`config.mk`:
```
export PLATFORM = sky130hd
export DESIGN_NAME = htbd_ctrl
export DESIGN_NICKNAME = d
export VERILOG_FILES = /design/src/htbd_pkg.sv /design/src/htbd_ctrl.sv
export SDC_FILE = /design/constraint.sdc
export NUM_CORES = 1
export LEC_CHECK = 0
export BUFFER_PORTS_ARGS = -buffer_cell sky130_fd_sc_hd__buf_2
export CAP_MARGIN = 5
export CORE_AREA = 2 2 39 41
export DETAILED_ROUTE_END_ITERATION = 10
export DIE_AREA = 0 0 41 43
export PLACE_DENSITY_LB_ADDON = 0.3
export SLEW_MARGIN = 15
export SYNTH_ARGS = -nofsm -noshare
export SYNTH_HDL_FRONTEND = slang
export SYNTH_SLANG_ARGS = --single-unit
```
`constraint.sdc`:
```
create_clock -name clk -period 3.8 [get_ports clk]
set_clock_uncertainty 0.15 [all_clocks]
set_input_delay 0.57 -clock clk [delete_from_list [all_inputs] [get_ports clk]]
set_output_delay 0.57 -clock clk [all_outputs]
set_load 0.01 [all_outputs]
```
`src/htbd_pkg.sv`:
```
// htbd_pkg: shared widths, mode and status codes, and controller/datapath bundles
// for the huffman tree build and decode block; no dependencies
`timescale 1ns / 1ps

package htbd_pkg;

  // default sizing
  localparam int MAX_SYMBOLS_DEF     = 288;
  localparam int MAX_CODE_LENGTH_DEF = 15;

  // item field widths
  localparam int MODE_W   = 2;
  localparam int SYM_W    = 9;
  localparam int CODE_W   = 15;
  localparam int LEN_W    = 4;
  localparam int STATUS_W = 2;
  localparam int CFG_W    = 9;

  // register port
  localparam int APB_ADDR_W    = 3;
  localparam int APB_DATA_W    = 32;
  localparam int REG_IDX_W     = APB_ADDR_W - 2;
  localparam int NUM_CODES_RST = 288;

  localparam logic [REG_IDX_W-1:0] REG_NUM_CODES = '0;

  // item modes
  localparam logic [MODE_W-1:0] MODE_CLEAR  = 2'd0;
  localparam logic [MODE_W-1:0] MODE_INSERT = 2'd1;
  localparam logic [MODE_W-1:0] MODE_DECODE = 2'd2;
  localparam logic [MODE_W-1:0] MODE_NOP    = 2'd3;

  // result status
  localparam logic [STATUS_W-1:0] ST_OK       = 2'd0;
  localparam logic [STATUS_W-1:0] ST_OVERFLOW = 2'd1;
  localparam logic [STATUS_W-1:0] ST_INVALID  = 2'd2;

  // controller to datapath
  typedef struct packed {
    logic latch;     // take the input item
    logic clr_step;  // write one cleared entry
    logic rd_first;  // checks and first tree read
    logic walk;      // evaluate one tree entry
    logic load_out;  // move the result into the output register
  } ctl_cmd_t;

  // datapath to controller
  typedef struct packed {
    logic clr_last;   // sweep at its last entry
    logic early;      // item finished without a tree walk
    logic walk_done;  // walk finished this cycle
    logic out_free;   // output register can take a result
  } dp_sts_t;

endpackage

```
`src/htbd_ctrl.sv`:
```
// htbd_ctrl: sequencer for clear sweeps, insert walks, decode steps and result hand-off
// depends on htbd_pkg
`timescale 1ns / 1ps

module htbd_ctrl (
  input  logic                        clk,
  input  logic                        rst_n,
  input  logic                        in_valid,
  input  logic [htbd_pkg::MODE_W-1:0] in_mode,
  output logic                        in_ready,
  output htbd_pkg::ctl_cmd_t          cmd,
  input  htbd_pkg::dp_sts_t           sts
);
  import htbd_pkg::*;

  localparam logic [2:0] S_CLEAR  = 3'd0;
  localparam logic [2:0] S_IDLE   = 3'd1;
  localparam logic [2:0] S_READ   = 3'd2;
  localparam logic [2:0] S_WALK   = 3'd3;
  localparam logic [2:0] S_FINISH = 3'd4;

  logic [2:0] state_r, state_nxt;
  logic       clr_item_r, clr_item_nxt;

  // next state and commands
  always_comb begin
    state_nxt    = state_r;
    clr_item_nxt = clr_item_r;
    cmd          = '0;
    in_ready     = 1'b0;
    case (state_r)
      S_CLEAR: begin
        cmd.clr_step = 1'b1;
        if (sts.clr_last) begin
          state_nxt = clr_item_r ? S_FINISH : S_IDLE;
        end
      end
      S_IDLE: begin
        in_ready = 1'b1;
        if (in_valid) begin
          cmd.latch = 1'b1;
          case (in_mode)
            MODE_CLEAR: begin
              state_nxt    = S_CLEAR;
              clr_item_nxt = 1'b1;
            end
            MODE_INSERT, MODE_DECODE: begin
              state_nxt = S_READ;
            end
            default: begin
              state_nxt = S_FINISH;
            end
          endcase
        end
      end
      S_READ: begin
        cmd.rd_first = 1'b1;
        state_nxt    = sts.early ? S_FINISH : S_WALK;
      end
      S_WALK: begin
        cmd.walk = 1'b1;
        if (sts.walk_done) begin
          state_nxt = S_FINISH;
        end
      end
      S_FINISH: begin
        cmd.load_out = 1'b1;
        if (sts.out_free) begin
          state_nxt    = S_IDLE;
          clr_item_nxt = 1'b0;
        end
      end
      default: begin
        state_nxt = S_IDLE;
      end
    endcase
  end

  // reset starts with a full clearing sweep
  always_ff @(posedge clk) begin
    if (!rst_n) begin
      state_r    <= S_CLEAR;
      clr_item_r <= 1'b0;
    end else begin
      state_r    <= state_nxt;
      clr_item_r <= clr_item_nxt;
    end
  end

`ifndef ASSERT_OFF
  a_walk_after_accept: assert property (@(posedge clk) disable iff (!rst_n)
    in_valid && in_ready && (in_mode == MODE_INSERT || in_mode == MODE_DECODE)
    |=> state_r == S_READ)
    else $error("insert or decode item did not start with a tree read");

  a_walk_entry: assert property (@(posedge clk) disable iff (!rst_n)
    state_r == S_WALK |-> $past(state_r) == S_READ || $past(state_r) == S_WALK)
    else $error("walk entered without a first read");

  a_clear_item_result: assert property (@(posedge clk) disable iff (!rst_n)
    clr_item_r && state_r == S_CLEAR && sts.clr_last |=> state_r == S_FINISH)
    else $error("clear item finished its sweep without a result");
`endif

endmodule

```
==> impl_metrics.env <==
export IMPL_synth_area_top_cells="dfxtp_1 23%, ha_1 7.3%, nor2_1 5.5%, o31a_4 5.1%, o41ai_1 5.1%"
export IMPL_end_kind="output port"
export IMPL_slew_headroom=0.745
export IMPL_max_slew_worst_pin_slew_ns=0.381
export IMPL_synth_warnings=0
export IMPL_power_internal_mw=0.163
export IMPL_hold_violations=0
export IMPL_clk_pin_slew_ns=0.04
export IMPL_vias=347
export IMPL_synth_top_area_frac=0.233
export IMPL_hp_class="flip-flop to flip-flop"
export IMPL_cp_start_kind="flip-flop"
export IMPL_gp_congestion=0.751
export IMPL_synth_cell_types=25
export IMPL_grt_pass1_wl_um=1340
export IMPL_hpwl_um=613
export IMPL_synthTopCellsByCount="5 x nor2_1, 4 x dfxtp_1, 4 x inv_1"
export IMPL_fmax_mhz=488
export IMPL_r2r_cells=3
export IMPL_cp_max_fo=13
export IMPL_switchingPower_mw=0.125
export IMPL_syn_instance_count=42
export IMPL_area_growth_pct=26.5
export IMPL_coreArea_sq_um=1380
export IMPL_setup_viol=0
export IMPL_fillers=160
export IMPL_cap_viol_max_count=0
export IMPL_cp_arrival_ns=1.33
export IMPL_finalHoldWorstSlack_ns=0.394
export IMPL_diodes=0
export IMPL_grtUsageMet3=0.0157
export IMPL_hold_depth=2
export IMPL_leakage_nw=0.215
export IMPL_nNetsFinal=69
export IMPL_start_util=0.249
export IMPL_outcome="complete, no violations"
export IMPL_cts_repair_resized=0
export IMPL_antenna_found_initial=0
export IMPL_clock_latency_ns=0.23
export IMPL_die_area_sq_um=1760
export IMPL_seqPwrFrac=0.299
export IMPL_cts_htree_levels=1
export IMPL_grt_overflow_total=0
export IMPL_dr_pass1_iters=4
export IMPL_cts_sinks=4
export IMPL_wl_per_cell_um=10.4
export IMPL_ys_seq_area_frac=0.233
export IMPL_gr_usage_met2=0.159
export IMPL_grt_pass1_vias=326
export IMPL_synth_area_sq_um=344
export IMPL_tritoncts="built"
export IMPL_ys_async_sr_fraction=0
export IMPL_holdBufCountCts=0
export IMPL_yosys_area_top_type="dfxtp_1"
export IMPL_avgSynthCellArea_sq_um=8.19
export IMPL_port_buffers=14
export IMPL_syn_num_nets=53
export IMPL_ios=15
export IMPL_required_ns=3.08
export IMPL_fin_crit_sh=0.540
export IMPL_crit_type="flip-flop to output port"
export IMPL_grtUsageTotal=0.113
export IMPL_tns_ns=0
export IMPL_layout_drive_gt1_share=0.393
export IMPL_drc=0
export IMPL_synth_edf_count=0
export IMPL_numCtsBuffers=3
export IMPL_rsz0062_at_grt="false"
export IMPL_synth_most_common_cell="nor2_1"
export IMPL_cts_root_buf="clkbuf_4"
export IMPL_slew_violations=0
export IMPL_rows=14
export IMPL_p_clk_frac=0.179
export IMPL_use_met1=0.141
export IMPL_clockBufferDepth=2
export IMPL_wirelength_um=746
export IMPL_finalCriticalPeriod_ns=2.05
export IMPL_p_per_area_nw_per_um2=660
export IMPL_power_share_switching=0.433
export IMPL_ir_drop_mv=0.172
export IMPL_top_usage_layer="met2"
export IMPL_post_cts_buffers=0
export IMPL_synthFlopType="dfxtp_1"
export IMPL_pwr_share_comb=0.522
export IMPL_rrSetupSlack_ns=2.24
export IMPL_grt_max_degree=14
export IMPL_die_width_um=41
export IMPL_via_per_inst=4.82
export IMPL_die_height_um=43
export IMPL_postRouteAntennaNets=0
export IMPL_synth_seq_cells=4
export IMPL_drtIter0Drc=11
[per-stage QoR]
stage | cell area [sq um] | total power, mW | utilization | cells | setup WS (ns)
finish | 435 | 0.287 | 0.315 | 72 | 1.75
global route | 435 | 0.322 | 0.315 | 72 | 1.58
CTS | 435 | 0.293 | 0.315 | 72 | 1.74
detailed placement | 413 | 0.239 | 0.298 | 69 | 2.00
global placement | 413 | 0.239 | 0.298 | 69 | 2.01
floorplan | 344 | 0.206 | - | 42 | 2.17
[area by class of cell]
| type | instances | area (sq um) | area share |
|---|---|---|---|
| Clock buffer | 3 | 22.5 | 0.0517 |
| Inverter | 4 | 15.0 | 0.0345 |
| Tap cell | 16 | 20.0 | 0.0460 |
| Multi-Input combinational cell | 31 | 228 | 0.523 |
| Timing Repair Buffer | 14 | 70.1 | 0.161 |
| Sequential cell | 4 | 80.1 | 0.184 |
[critical path, cell delays in order (launching register included)]
cell and delay, ns:
dfxtp_1 0.54, nor2b_1 0.24, and3_1 0.19, buf_2 0.13
[logic make-up after synthesis]
| logic type | synth area share |
|---|---|
| compound gates | 0.258 |
| fa+ha+maj | 0.0727 |
| buf+inv | 0.105 |
| flops | 0.233 |
| mux | 0.0327 |
| simple gates | 0.298 |
[flip-flops by register name, indices dropped and copies added (netlist names)]
name        flops
clr_item_r      1
state_r         3
[cell usage in the layout (no fill, tap or decap), types with 2 or more instances in the layout]
master / instances
inv_1: 4
nor3_1: 3
ha_1: 2
nor2_1: 5
dfxtp_1: 4
a21oi_1: 2
clkbuf_4: 3
buf_2: 14
o41ai_1: 2
nand2_1: 2
[per-layer routing]
layer | share of wire | up-vias
met5 | 0 | -
met4 | 0.019 | 0
met3 | 0.016 | 2
met2 | 0.55 | 5
met1 | 0.42 | 155
li1 | - | 185
[power groups by stage]
| stage | clock network [mW] | logic, mW | registers, mW |
|---|---|---|---|
| floorplan | 0 | 0.145 | 0.0609 |
| global placement | 0 | 0.153 | 0.0863 |
| detailed placement | 0 | 0.152 | 0.0865 |
| CTS | 0.0548 | 0.152 | 0.0857 |
| global route | 0.0564 | 0.172 | 0.0936 |
| finish | 0.0515 | 0.150 | 0.0859 |
[final timing paths]
path,start,to
worst min register to register,clr_item_r$_SDFFE_PN0P_,clr_item_r$_SDFFE_PN0P_
worst max-delay path,state_r[0]$_SDFFE_PN0P_,cmd[4]
worst max register to register,state_r[0]$_SDFFE_PN0P_,state_r[0]$_SDFFE_PN0P_
worst min-delay path,clr_item_r$_SDFFE_PN0P_,clr_item_r$_SDFFE_PN0P_
Power figures use the tool's default switching activity.
