--- config.mk ---
export PLATFORM = sky130hd
export DESIGN_NAME = htbd_cfg
export DESIGN_NICKNAME = d
export VERILOG_FILES = /design/src/htbd_pkg.sv /design/src/htbd_cfg.sv
export SDC_FILE = /design/constraint.sdc
export NUM_CORES = 1
export LEC_CHECK = 0
export ABC_AREA = 0
export BUFFER_PORTS_ARGS = -buffer_cell sky130_fd_sc_hd__buf_2
export CAP_MARGIN = 20
export CORE_MARGIN = 1
export CORE_UTILIZATION = 34
export CTS_CLUSTER_SIZE = 8
export DETAILED_ROUTE_END_ITERATION = 10
export HOLD_SLACK_MARGIN = 0.08
export PLACE_DENSITY = 0.75
export SLEW_MARGIN = 20
export SYNTH_ARGS = -nofsm -noshare
export SYNTH_HDL_FRONTEND = slang
export SYNTH_SLANG_ARGS = --single-unit
--- constraint.sdc ---
create_clock -name clk -period 0.8 [get_ports clk]
set_input_delay 0.04 -clock clk [delete_from_list [all_inputs] [get_ports clk]]
set_output_delay 0.04 -clock clk [all_outputs]
set_load 0.01 [all_outputs]
--- src/htbd_pkg.sv ---
// htbd_pkg: shared widths, mode and status codes, and controller/datapath bundles
// for the huffman tree build and decode block; no dependencies
`timescale 1ns / 1ps

package htbd_pkg;

  // default sizing
  localparam int MAX_SYMBOLS_DEF     = 288;
  localparam int MAX_CODE_LENGTH_DEF = 15;

  // item field widths
  localparam int MODE_W   = 2;
  localparam int SYM_W    = 9;
  localparam int CODE_W   = 15;
  localparam int LEN_W    = 4;
  localparam int STATUS_W = 2;
  localparam int CFG_W    = 9;

  // register port
  localparam int APB_ADDR_W    = 3;
  localparam int APB_DATA_W    = 32;
  localparam int REG_IDX_W     = APB_ADDR_W - 2;
  localparam int NUM_CODES_RST = 288;

  localparam logic [REG_IDX_W-1:0] REG_NUM_CODES = '0;

  // item modes
  localparam logic [MODE_W-1:0] MODE_CLEAR  = 2'd0;
  localparam logic [MODE_W-1:0] MODE_INSERT = 2'd1;
  localparam logic [MODE_W-1:0] MODE_DECODE = 2'd2;
  localparam logic [MODE_W-1:0] MODE_NOP    = 2'd3;

  // result status
  localparam logic [STATUS_W-1:0] ST_OK       = 2'd0;
  localparam logic [STATUS_W-1:0] ST_OVERFLOW = 2'd1;
  localparam logic [STATUS_W-1:0] ST_INVALID  = 2'd2;

  // controller to datapath
  typedef struct packed {
    logic latch;     // take the input item
    logic clr_step;  // write one cleared entry
    logic rd_first;  // checks and first tree read
    logic walk;      // evaluate one tree entry
    logic load_out;  // move the result into the output register
  } ctl_cmd_t;

  // datapath to controller
  typedef struct packed {
    logic clr_last;   // sweep at its last entry
    logic early;      // item finished without a tree walk
    logic walk_done;  // walk finished this cycle
    logic out_free;   // output register can take a result
  } dp_sts_t;

endpackage

--- src/htbd_cfg.sv ---
// htbd_cfg: apb-style register port holding num_codes and its clamped alphabet size
// depends on htbd_pkg
`timescale 1ns / 1ps

module htbd_cfg #(
  parameter int MAX_SYMBOLS = htbd_pkg::MAX_SYMBOLS_DEF
) (
  input  logic                            clk,
  input  logic                            rst_n,
  input  logic                            psel,
  input  logic                            penable,
  input  logic                            pwrite,
  input  logic [htbd_pkg::APB_ADDR_W-1:0] paddr,
  input  logic [htbd_pkg::APB_DATA_W-1:0] pwdata,
  output logic [htbd_pkg::APB_DATA_W-1:0] prdata,
  output logic                            pready,
  output logic [$clog2(MAX_SYMBOLS+1)-1:0] n_codes
);
  import htbd_pkg::*;

  localparam int CW    = $clog2(MAX_SYMBOLS + 1);
  localparam int XW    = ((CW > CFG_W) ? CW : CFG_W) + 1;
  localparam int N_RST = (NUM_CODES_RST > MAX_SYMBOLS) ? MAX_SYMBOLS : NUM_CODES_RST;

  logic [CFG_W-1:0] num_codes_r, num_codes_nxt;
  logic [CW-1:0]    n_codes_r, n_codes_nxt;
  logic             reg_sel;
  logic             wr_en;
  logic [XW-1:0]    wval_x;
  logic [XW-1:0]    eff_x;

  // address decode and write strobe
  assign reg_sel = (paddr[APB_ADDR_W-1:2] == REG_NUM_CODES);
  assign wr_en   = psel & penable & pwrite & reg_sel;

  // clamp the alphabet size to [2, MAX_SYMBOLS]
  always_comb begin
    wval_x = XW'(pwdata[CFG_W-1:0]);
    if (wval_x < XW'(2)) begin
      eff_x = XW'(2);
    end else if (wval_x > XW'(MAX_SYMBOLS)) begin
      eff_x = XW'(MAX_SYMBOLS);
    end else begin
      eff_x = wval_x;
    end
  end

  always_comb begin
    num_codes_nxt = num_codes_r;
    n_codes_nxt   = n_codes_r;
    if (wr_en) begin
      num_codes_nxt = pwdata[CFG_W-1:0];
      n_codes_nxt   = eff_x[CW-1:0];
    end
  end

  always_ff @(posedge clk) begin
    if (!rst_n) begin
      num_codes_r <= CFG_W'(NUM_CODES_RST);
      n_codes_r   <= CW'(N_RST);
    end else begin
      num_codes_r <= num_codes_nxt;
      n_codes_r   <= n_codes_nxt;
    end
  end

  // read back
  assign prdata  = reg_sel ? APB_DATA_W'(num_codes_r) : '0;
  assign pready  = 1'b1;
  assign n_codes = n_codes_r;

endmodule

==> impl_metrics.json, run 1 <==
{
  "cts.path.max_buffers": 2,
  "synthSimpleGateAreaFrac_pct": 24.46,
  "grt_use_total_pct": 13.70,
  "use_met2_pct": 21.86,
  "synth_xor_area_share_pct": 0,
  "crit_buf_inv": 1,
  "die_w_um": 55.61,
  "end_kind": "primary output",
  "critPathTopFamily": "flip-flops",
  "synthTopCellsByCount": "buf_4, nand2_1, dfxtp_1, a21oi_1, nor2b_1",
  "synth_edf_count": 0,
  "setup_viol": 9,
  "crit_cells": 2,
  "setup_slack_ps": -127.8,
  "synth.area.mux_share_pct": 0,
  "ys_seq_area_share_pct": 36.88,
  "worstPathArrival_ps": 890,
  "numCtsBuffers": 3,
  "synth_top_area_cell": "dfxtp_1",
  "ys_types": 22,
  "yosysWarnings": 0,
  "tns_ps": -905.7,
  "cpPeakStageDelay_ps": 340,
  "crit_type": "reg2out",
  "cts_sinks": 18,
  "start_util_pct": 35.74,
  "synth-async-reset-ratio_pct": 0,
  "critPathLaunch": "num_codes_r[5]$_SDFFE_PN1P_",
  "path_cells": "nor2b_1 > buf_2",
  "start_kind": "flop",
  "port_buffers": 32,
  "synth_area_leaders": "dfxtp_1, buf_4, nand2_1",
  "worstSetupEndpoint": "prdata[5]",
  "hold_viol": 0,
  "worstReg2RegStart": "n_codes[8]$_SDFFE_PN1P_",
  "drtIter0Drc": 20,
  "grt_pass1_vias": 790,
  "fin_crit_sh_pct": 116.0,
  "syn_to_final_growth_pct": 37.26,
  "cts_max_level": 1,
  "die_h_um": 55.61,
  "hold_ws_ps": 70.15,
  "hold_path_startpoint": "pwdata[5]",
  "fp.coreArea_mm2": 0.002734,
  "ios": 82,
  "finalClockSkew_ps": 0,
  "worst-path-max-fanout": 2,
  "clk_latency_ps": 280,
  "ys_seq_elements": 18,
  "grt.busiest_layer": "met2",
  "min_path_type": "in2reg",
  "synth-adder-area-share_pct": 0,
  "die_area_mm2": 0.003092,
  "syn_inst": 117,
  "dp_hpwl_um": 1524,
  "wire_per_inst_um": 10.54,
  "instances_no_fill": 200,
  "rsz0062_at_grt": "yes",
  "synth-compound-area-share_pct": 14.34,
  "cp.required_ps": 760,
  "peakVddDrop_v": 0.0007860,
  "leakage_nw": 0.6444,
  "clockRootBuffer": "clkbuf_4",
  "power_mw": 1.684,
  "synth_top_area_share_pct": 36.88,
  "r2r_slack_ps": 110,
  "power.density_mw_per_mm2": 1255,
  "cts_tree": "done",
  "reg2reg_depth": 2,
  "slew_violations": 0,
  "avgSynthCellArea_um2": 8.352,
  "drc": 0,
  "synthesis.area_um2": 977.2,
  "grt.met3_usage_pct": 3.256,
  "critPathSlowestCell": "dfxtp_2",
  "ant_nets": 0,
  "cap_violations": 0,
  "place_congestion": 0.8194,
  "violations": "setup timing",
  "grt_use_met1_pct": 17.89,
  "synth_flop_cell": "dfxtp_1",
  "antenna_found_initial": 0,
  "drt-vias-per-instance": 4.420,
  "timing.final.crit_period_ps": 927.8,
  "clkTransAtPathRegs_ps": 90,
  "grt_overflow": 0,
  "firstDrtPassIters": 4,
  "vias": 884,
  "wl_um": 2107,
  "yosysMostFrequentCell": "buf_4",
  "synth_top_family_by_area": "simple AND/OR/NAND/NOR gates",
  "rows": 19,
  "n_antenna_cell": 0,
  "final_nets": 211,
  "reg2reg_to": "n_codes[8]$_SDFFE_PN1P_",
  "placed_cells": 188,
  "drive_gt1_share_pct": 46.75,
  "status": "finished with violations",
  "grt_pass1_wl_um": 3401,
  "clock.fmax_ghz": 1.078,
  "grt_max_degree": 13
}
==> per-layer routing <==
metal	part of all wire [%]	vias to the layer above	wire length, um
li1	-	444	-
met1	43	404	914
met2	49	34	1036
met3	6.6	2	140
met4	0.66	0	14
met5	0	-	0
==> worst reg2reg max path, cell delays in order (launching register included) <==
cell and delay [ps]:
dfxtp_2 330, buf_4 120, a21o_1 140
==> layout by cell type, fill, tap and decap left out, drive strengths merged <==
master        n
inv           2
nor2          1
a21oi        12
a21o          3
dfxtp        18
buf          53
clkbuf        3
nor4          2
a32o          1
nand4b        1
dlygate4sd3   3
nor2b         9
and4b         1
and3          1
nand2        23
conb         24
a22o          1
o21a          1
o31ai         1
o21ai         2
nand3         7
==> metrics by stage <==
step / util (%) / setup WS, ps / cell area [um^2]
after floorplan: - / -5.837 / 1066
after global placement: 42.47 / -197.2 / 1161
after detailed placement: 42.47 / -192.9 / 1161
after CTS: 46.32 / -144.3 / 1266
after global routing: 49.06 / -167.1 / 1341
final: 49.06 / -127.8 / 1341
==> layout make-up <==
class | count | area (um^2)
fill | 264 | 1393
multi-input combinational | 90 | 473.0
timing repair buffer | 56 | 416.7
sequential | 18 | 382.9
tap | 31 | 38.79
clock buffer | 3 | 22.52
inverter | 2 | 7.507
==> power by group <==
group | leakage, nW | internal, mW | switching [mW]
clock | 0.0138 | 0.175 | 0.257
combinational | 0.480 | 0.147 | 0.177
sequential | 0.151 | 0.918 | 0.0104
total | 0.644 | 1.24 | 0.444
==> cell families after synthesis <==
family / after synthesis
buffers and inverters: 31
DFF: 18
AOI/OAI and AO/OA: 21
other: 2
and+or+nand+nor: 45
==> worst min path at each step <==
stage,to,slack (ps),cells after the start
after global routing,n_codes[5]$_SDFFE_PN1P_,110,3
after CTS,num_codes_r[8]$_SDFFE_PN1P_,110,3
after floorplan,n_codes[5]$_SDFFE_PN1P_,110,1
final,n_codes[5]$_SDFFE_PN1P_,70,3
after global placement,num_codes_r[5]$_SDFFE_PN1P_,270,2
after detailed placement,n_codes[5]$_SDFFE_PN1P_,270,2
==> state kept, by name, summed over array words and instances (netlist names) <==
signal and cells:
n_codes 9, num_codes_r 9
==> what timing repair did <==
action,in CTS,in global routing
setup buffers,3,3
resized for setup,15,15
pin swaps,0,2
hold buffers,4,0
endpoints found under the setup margin,14,20
endpoints found under the hold margin,4,0
No activity file was read; power rests on OpenSTA's default activity.
==> run 2: changes to the inputs <==
--- a/config.mk
+++ b/config.mk
@@ -5,11 +5,11 @@
 export SDC_FILE = /design/constraint.sdc
 export NUM_CORES = 1
 export LEC_CHECK = 0
-export ABC_AREA = 0
+export ABC_AREA = 1
 export BUFFER_PORTS_ARGS = -buffer_cell sky130_fd_sc_hd__buf_2
 export CAP_MARGIN = 20
 export CORE_MARGIN = 1
-export CORE_UTILIZATION = 34
+export CORE_UTILIZATION = 35
 export CTS_CLUSTER_SIZE = 8
 export DETAILED_ROUTE_END_ITERATION = 10
 export HOLD_SLACK_MARGIN = 0.08
==> impl_metrics.json, run 2 <==
{
  "status": "finished with violations",
  "violations": "DRC, setup timing",
  "vias": 1003,
  "layout_common_cells": "conb_1, buf_2, nor2_1, nand2_1, inv_1",
  "cts.path.max_buffers": 2,
  "cts_tree": "done",
  "grt_max_degree": 12,
  "synth-async-reset-ratio_pct": 0,
  "slew_violations": 0,
  "syn_to_final_growth_pct": 34.58,
  "wl_um": 2318,
  "cts_sinks": 18,
  "final_common_cell": "conb_1",
  "p_sw_mw": 0.5234,
  "cts_max_level": 1,
  "yosysWarnings": 0,
  "setup_viol": 9,
  "drt-vias-per-instance": 4.232,
  "drtIter0Drc": 29,
  "cap_violations": 0,
  "dp_slack_ps": -115.4,
  "syn_inst": 155,
  "seq_power_share_pct": 49.9,
  "dp_hpwl_um": 1743,
  "synth_top_area_share_pct": 33.53,
  "grt.met3_usage_pct": 4.762,
  "p_clk_share_pct": 31.0,
  "switching_share_pct": 28.13,
  "clkTransAtPathRegs_ps": 110,
  "grt_overflow": 0,
  "grt.busiest_layer": "met2",
  "crit_type": "reg2out",
  "timing.final.crit_period_ps": 925.2,
  "port_buffers": 32,
  "yosysMostFrequentCell": "buf_4",
  "start_kind": "flop",
  "firstDrtPassIters": 7,
  "fillers": 297,
  "power_mw": 1.861,
  "p_int_mw": 1.337,
  "die_area_mm2": 0.003296,
  "cp.required_ps": 760,
  "n_antenna_cell": 0,
  "fp.coreArea_mm2": 0.002829,
  "synthesis.area_mm2": 0.001075,
  "fin_crit_sh_pct": 115.7,
  "grt_use_total_pct": 14.33,
  "synth_flop_cell": "dfxtp_1",
  "clk_latency_ps": 300,
  "ys_seq_elements": 18,
  "avgSynthCellArea_um2": 6.934,
  "setup_slack_ps": -125.2,
  "synth_area_leaders": "dfxtp_1, buf_4, inv_1",
  "rows": 19,
  "grt_pass1_vias": 867,
  "antenna_found_initial": 0,
  "place_congestion": 0.9021,
  "ios": 82,
  "ys_seq_area_share_pct": 33.53,
  "finalClockSkew_ps": 0,
  "ant_nets": 0,
  "synthTopCellsByCount": "buf_4, inv_1, nor2_1, nand2_1, dfxtp_1",
  "end_kind": "primary output",
  "start_util_pct": 37.99,
  "grt_pass1_wl_um": 3657,
  "rsz0062_at_grt": "yes",
  "hold_ws_ps": 26.79,
  "final_nets": 247,
  "min_path_type": "in2reg",
  "worst-path-max-fanout": 2,
  "hold_viol": 0,
  "leakage_nw": 0.7751,
  "pwr-share-comb_pct": 19.0,
  "grt_use_met1_pct": 18.32,
  "worstPathArrival_ps": 890,
  "power.density_mw_per_mm2": 1287,
  "die_h_um": 57.42,
  "synth_top_area_cell": "dfxtp_1",
  "clock.fmax_ghz": 1.081,
  "clockRootBuffer": "clkbuf_4",
  "peakVddDrop_v": 0.0008741,
  "die_w_um": 57.42,
  "synth_edf_count": 0,
  "wire_per_inst_um": 9.781,
  "ys_types": 21,
  "numCtsBuffers": 3,
  "drc": 6,
  "drive_gt1_share_pct": 39.32,
  "use_met2_pct": 23.92
}
## run 2: cell types whose count changed in the layout (fill, tap and decap cells not counted), moves of 4 or more
cell,delta
o21a_1,+4
a21oi_1,-4
nor2b_1,-8
nor2_1,+20
inv_1,+17
nor3_1,+5
inv_2,+5
## run 2: stage by stage
step                setup TNS (ps)  util [%]  area (um^2)  instances
global route                 -1676     51.13         1446        237
finish                      -985.8     51.13         1446        237
detailed placement           -1044     44.14         1249        224
global placement            -963.8     44.14         1249        224
floorplan                        0         -         1186        177
CTS                          -1136     48.87         1383        235
## run 2: cell type report
cell class / count / area (um^2) / area share [%]
Inverter: 25 / 106.4 / 7.353
Multi-Input combinational cell: 106 / 498.0 / 34.43
Sequential cell: 18 / 379.1 / 26.21
Tap cell: 31 / 38.79 / 2.682
Clock buffer: 4 / 36.28 / 2.509
Timing Repair Buffer: 53 / 387.9 / 26.82
## run 2: cells by family after synthesis
family | count (synthesis) | share of synthesized area (%)
buffers and inverters | 53 | 29.10
DFF | 18 | 33.53
other | 2 | 0.6987
and+or+nand+nor | 63 | 26.43
AOI/OAI and AO/OA | 19 | 10.24
## run 2: path summary, 6_finish.rpt
path	depth (start not counted)	startpoint	to	slack, ps
hold reg to reg	2	n_codes[8]$_SDFFE_PN1P_	n_codes[8]$_SDFFE_PN1P_	470
hold / removal	3	rst_n	n_codes[1]$_SDFFE_PN0P_	30
setup / recovery	3	num_codes_r[2]$_SDFFE_PN0P_	prdata[2]	-130
setup reg to reg	4	num_codes_r[3]$_SDFFE_PN0P_	num_codes_r[3]$_SDFFE_PN0P_	40
## run 2: metal layers
metal	up-vias	share of wire [%]
li1	526	-
met4	0	0.26
met1	434	45
met2	41	47
met3	2	7.8
met5	-	0
## run 2: timing repair
| action | CTS | global route |
|---|---|---|
| gates resized for setup | 14 | 18 |
| setup endpoints to repair | 17 | 28 |
| setup buffers | 4 | 4 |
| pin swaps | 4 | 8 |
| endpoints found under the hold margin | 7 | 1 |
| hold buffers | 3 | 1 |
## run 2: worst max-delay path, stage by stage, from the launching register on
cell	delay, ps
dfxtp_2	340
inv_2	30
nor2_1	90
buf_2	140
## run 2: power groups by stage
stage                     clock network (mW)  logic, mW  registers [mW]
final                                  0.577      0.354           0.929
after floorplan                            0      0.288           0.948
after detailed placement                   0      0.314           0.944
after global placement                     0      0.314           0.945
after global routing                   0.625      0.392           0.932
after CTS                              0.574      0.338           0.926
